## config.mk

```make
export PLATFORM = sky130hd
export DESIGN_NAME = ccr_queue
export DESIGN_NICKNAME = d
export VERILOG_FILES = /design/src/rtl/ccr_queue.sv
export SDC_FILE = /design/constraint.sdc
export NUM_CORES = 1
export LEC_CHECK = 0
export BUFFER_PORTS_ARGS = -buffer_cell sky130_fd_sc_hd__buf_2
export CORE_MARGIN = 5
export CORE_UTILIZATION = 45
export DETAILED_ROUTE_END_ITERATION = 8
export PLACE_DENSITY = 0.72
export REMOVE_ABC_BUFFERS = 1
export SYNTH_ARGS = -nofsm -noshare
export SYNTH_HDL_FRONTEND = slang
export SYNTH_SLANG_ARGS = --single-unit
```

## constraint.sdc

```tcl
create_clock -name clk -period 1.4 [get_ports clk]
set_input_delay 0.07 -clock clk [delete_from_list [all_inputs] [get_ports clk]]
set_output_delay 0.07 -clock clk [all_outputs]
set_load 0.02 [all_outputs]
```

## src/rtl/ccr_queue.sv

```systemverilog
// Two-entry queue between the front and back parts.
// No dependencies.
`default_nettype none
module ccr_queue #(
    parameter int W = 8
) (
    input  wire logic         clk,
    input  wire logic         rst_n,
    input  wire logic         push,
    input  wire logic [W-1:0] push_data,
    output logic              full,
    input  wire logic         pop,
    output logic              not_empty,
    output logic [W-1:0]      pop_data
);
    logic [W-1:0] mem_reg [2];
    logic         wr_reg, rd_reg;
    logic [1:0]   cnt_reg;

    assign full      = (cnt_reg == 2'd2);
    assign not_empty = (cnt_reg != 2'd0);
    assign pop_data  = mem_reg[rd_reg];

    // store entry
    always_ff @(posedge clk)
    begin
        if (push)
        begin
            mem_reg[wr_reg] <= push_data;
        end
    end

    // advance pointers
    always_ff @(posedge clk or negedge rst_n)
    begin
        if (!rst_n)
        begin
            wr_reg  <= 1'b0;
            rd_reg  <= 1'b0;
            cnt_reg <= 2'd0;
        end
        else
        begin
            if (push) wr_reg <= ~wr_reg;
            if (pop)  rd_reg <= ~rd_reg;
            cnt_reg <= cnt_reg + {1'b0, push} - {1'b0, pop};
        end
    end
endmodule
`default_nettype wire

```

# --- After elaboration in Yosys (flattened, before gate mapping) ---
# Memory sizes are Yosys's and may differ from the RTL's.
# Index checks and enable logic that the tools add are counted.
op_classes:
  multipliers: 0
  shifts: 0
  add_sub_neg: 2
  mux: 2
  div_mod_pow: 0
  n_bitwise: 2
  reduce_logical: 1
  magnitude_cmp: 0
  eq_ne: 1
op_table:
  columns: ["operator", "count"]
  rows:
  - ["adder 2 x 1 -> 2 bit", 1]
  - ["equality test 2 bit, second input constant", 1]
  - ["two-way mux 1 bit", 2]
  - ["NOT 1 bit", 2]
  - ["nonzero test 2 bit", 1]
  - ["subtractor 2 x 1 -> 2 bit", 1]
word_totals:
  rom_bits: 0
  ff_bits: 4
  word_cells: 12
  latchBits: 0
  n_memories: 1
  inputBits: 12
  ram_bits: 16
mem_list:
  columns: ["name", "depth", "word_bits", "rd", "rd_clocked_by_memory_dff", "wr", "line", "rtl"]
  rows:
  - ["mem_reg", 2, 8, 1, 0, 1, "16", "logic [W-1:0] mem_reg [2];"]

# --- Depth between registers and ports, before layout ---
logic_depth:
  word_depth: 2
  depth_mapped: 5
  depth_no_buf: 5

# --- Least setup slack after synthesis ---
# No wires, ideal clock.
synth_path:
  path_type: "reg-to-reg"
  startpoint: "register wr_reg"
  endpoint: "memory mem_reg[0][0] (enable)"
  arrival_time_ns: 0.789
  setup_slack_ns: 0.238
  path_buffers: 0
  setup_ns: 0.373
  required_time_ns: 1.027
  path_stages_with_launch: 2
  path_cell_list: "dfrtp_1 > nor2b_1"
synth_rtl:
  columns: ["item", "line", "rtl"]
  rows:
  - ["from (decl)", "17", "logic wr_reg, rd_reg;"]
  - ["from (signal assigned)", "44", "if (push) wr_reg <= ~wr_reg;"]
  - ["to (decl)", "16", null]
# Straight into the memory's write port.

# --- Worst setup path after layout ---
layout_path:
  startpoint: "register rd_reg"
  endpoint: "output pop_data[7]"
layout_via:
  elab_chain_len: 1
layout_lines:
  columns: ["item", "line", "rtl"]
  rows:
  - ["from (decl)", "17", null]
  - ["from (signal assigned)", "45", "if (pop) rd_reg <= ~rd_reg;"]
  - ["memory read (2 x 8 bit)", null, null]
  - ["to (decl)", "14", "output logic [W-1:0] pop_data"]
# Every way passes these cells.

==> out/qor.csv <==
stage,metric,value,unit
status,outcome,"finished, final reports clean",
detailed_routing,drt-initial-drc-count,6,
synthesis,syn-instance-count,40,
clocking,numCtsBuffers,3,
floorplan,die_y,52.4,um
setup_path,crit_path_start_kind,register,
sta,finalSetupViolCount,0,
clocking,ctsLongestPathBuffers,2,
floorplan,fp-row-count,15,
global_routing,grt_pass1_wl,1810,um
setup_path,cp-startpoint,rd_reg$_DFFE_PN0P_,
hold_path,hold_path_class,in2async,
synthesis,synth.cell_area,811,um^2
layout,largest_reg_flops,16,
placement,dpl.cell_count,87,
detailed_routing,avgViaCountPerCell,4.20,
setup_path,cp_top_family,flip-flops,
power_and_ir_drop,power_density,1800,mW/mm^2
sta,clock_skew,0.000815,ns
synthesis,synth_warnings,0,
floorplan,io_pins,22,
detailed_routing,routedWlPerCell,11.0,um
clocking,cts_num_sinks,20,
job,drv_cap,0,
global_routing,grt_max_degree,12,
synthesis,synth_seq_area_share,71.6,%
detailed_routing,wl,1130,um
sta,min_period,1.36,ns
floorplan,core-area,0.00173,mm^2
floorplan,start_util,47.0,%
synthesis,syn_area_per_cell,20.3,um^2
synthesis,synth.ff_latch_count,20,
setup_path,arrival,1.29,ns
floorplan,fp.dieW,52.4,um
synthesis,ys_types,11,
power_and_ir_drop,p_leak,0.493,nW
sta,final.period_utilization,97.1,%
setup_path,max_stage_delay,0.53,ns
setup_path,cp_cell_sequence,"mux2_4, buf_2",
layout,multi_input_area,211,um^2
clocking,clk_transition_reported_paths,0.10,ns
setup_path,crit_slowest_cell,dfrtp_2,
layout,utilization,65.7,%
clocking,ctsRootBufferMaster,clkbuf_4,
placement,io_buffers,21,
layout,area_growth,39.8,%
global_routing,grt-ovfl-total,0,
setup_path,r2r-start,cnt_reg[0]$_DFF_PN0_,
sta,rsz0062_at_grt,yes,
layout,instances_no_fill,103,
sta,fmax,735,MHz
sta,drv_slew,0,
sta,fin_hold_ws,0.111,ns
setup_path,cp_max_fo,9,
setup_path,critPathRequiredTime,1.33,ns
layout,seqCellArea,582,um^2
floorplan,fp.dieArea,0.00275,mm^2
detailed_routing,drt_pass1_iterations,3,
layout,drive_above_1_share,47.4,%
detailed_routing,vias,433,
sta,hold_violations,0,
clocking,clk_latency,0.28,ns
layout,fin_nets,93,
setup_path,crit_buf_inv,1,
global_routing,antenna_found_initial,0,
clocking,cts_tree,done,
placement,dp_slack,0.194,ns
global_routing,first_global_vias,415,
setup_path,endpoint_kind,primary output,
layout,nFillCells,140,
setup_path,critical_path_class,reg2out,
sta,max_slew_margin,74.2,%
placement,place_congestion,0.680,
power_and_ir_drop,vdd_drop_max,0.948,mV
layout,diodes,0,
sta,setup_tns,0,ns
detailed_routing,drc,0,
clocking,htree_levels,1,
global_routing,grt_use_total,9.34,%
sta,fin_ws,0.0402,ns
sta,worst_pin_slew,0.387,ns
detailed_routing,ant_nets,0,
## layer usage
metal / track usage (%) / share of wire, % / routed length [um]
met1: 10.4 / 40 / 452
met2: 15.9 / 55 / 619
met3: 2.56 / 5.0 / 57
met4: 5.11 / 0 / 0
met5: 0 / 0 / 0
## worst reg2reg max path: stages, from the launching register on
cell,delay (ns)
dfrtp_1,0.37
inv_1,0.05
ha_1,0.26
inv_1,0.05
ha_1,0.14
xor3_1,0.21
## kinds of logic (layout without fill, tap and decap cells)
| group | Yosys count | in the layout | share of synthesized area, % |
|---|---|---|---|
| xor+xnor | 3 | 3 | 5.09 |
| mux | 8 | 8 | 14.8 |
| flops | 20 | 20 | 71.6 |
| buf+inv | 3 | 41 | 2.32 |
| simple gates | 4 | 4 | 3.09 |
| fa+ha+maj | 2 | 2 | 3.09 |
## per-stage QoR
stage	power (mW)	instance area [um^2]
after floorplan	1.45	800
after global placement	1.65	951
after detailed placement	1.67	951
after CTS	1.97	1100
after global routing	2.17	1130
final	2.04	1130
## what timing repair did
| action | 4_1_cts | 5_1_grt |
|---|---|---|
| hold buffers | 11 | 0 |
| endpoints found under the setup margin | 8 | 8 |
| buffers inserted | 1 | 0 |
| gates resized for setup | 1 | 12 |
| gates cloned | 0 | 0 |
| hold endpoints to repair | 22 | 0 |
## where the power goes
| part | internal, mW | switching (mW) |
|---|---|---|
| clock | 0.103 | 0.152 |
| combinational | 0.500 | 0.360 |
| sequential | 0.812 | 0.115 |
| total | 1.42 | 0.627 |
## area by class of cell
cell class	count	area share, %
Inverter	2	0.662
Timing Repair Buffer	35	24.3
Clock buffer	3	1.99
Clock inverter	1	0.331
Multi-Input combinational cell	17	18.7
Sequential cell	20	51.3
Tap cell	25	2.76
## synth_stat cells
master    count  area share [%]
mux2_4        8              15
dfrtp_1       4              12
xor2_1        2             2.2
or2_2         1            0.77
nor2b_1       2             1.5
xor3_1        1             2.9
edfxtp_1     16              59
and2_1        1            0.77
buf_6         1             1.4
ha_1          2             3.1
inv_1         2            0.93
## path summary, 6_finish.rpt
| kind | endpoint | slack, ns | cells after the start |
|---|---|---|---|
| max | pop_data[7] | 0.04 | 2 |
| min | wr_reg$_DFFE_PN0P_ | 0.11 | 2 |
| max reg2reg | cnt_reg[1]$_DFF_PN0_ | 0.20 | 5 |
| min reg2reg | wr_reg$_DFFE_PN0P_ | 0.51 | 1 |
| max in group asynchronous | rd_reg$_DFFE_PN0P_ | 1.15 | 2 |
| min in group clk | mem_reg[0][0]$_DFFE_PP_ | 0.50 | 2 |
## placed cells by master, fill, tap and decap left out
cell,netlist,routed
mux2_4,8,8
buf_4,0,3
xor2_1,2,2
inv_1,2,2
clkinv_1,0,1
dlygate4sd3_1,0,11
nor2b_1,2,2
and2_1,1,1
buf_2,0,15
or2_2,1,1
xor3_1,1,1
dfrtp_2,0,1
ha_1,2,2
buf_6,1,6
clkbuf_4,0,3
dfrtp_1,4,3
edfxtp_1,16,16
Power figures use the tool's default switching activity.
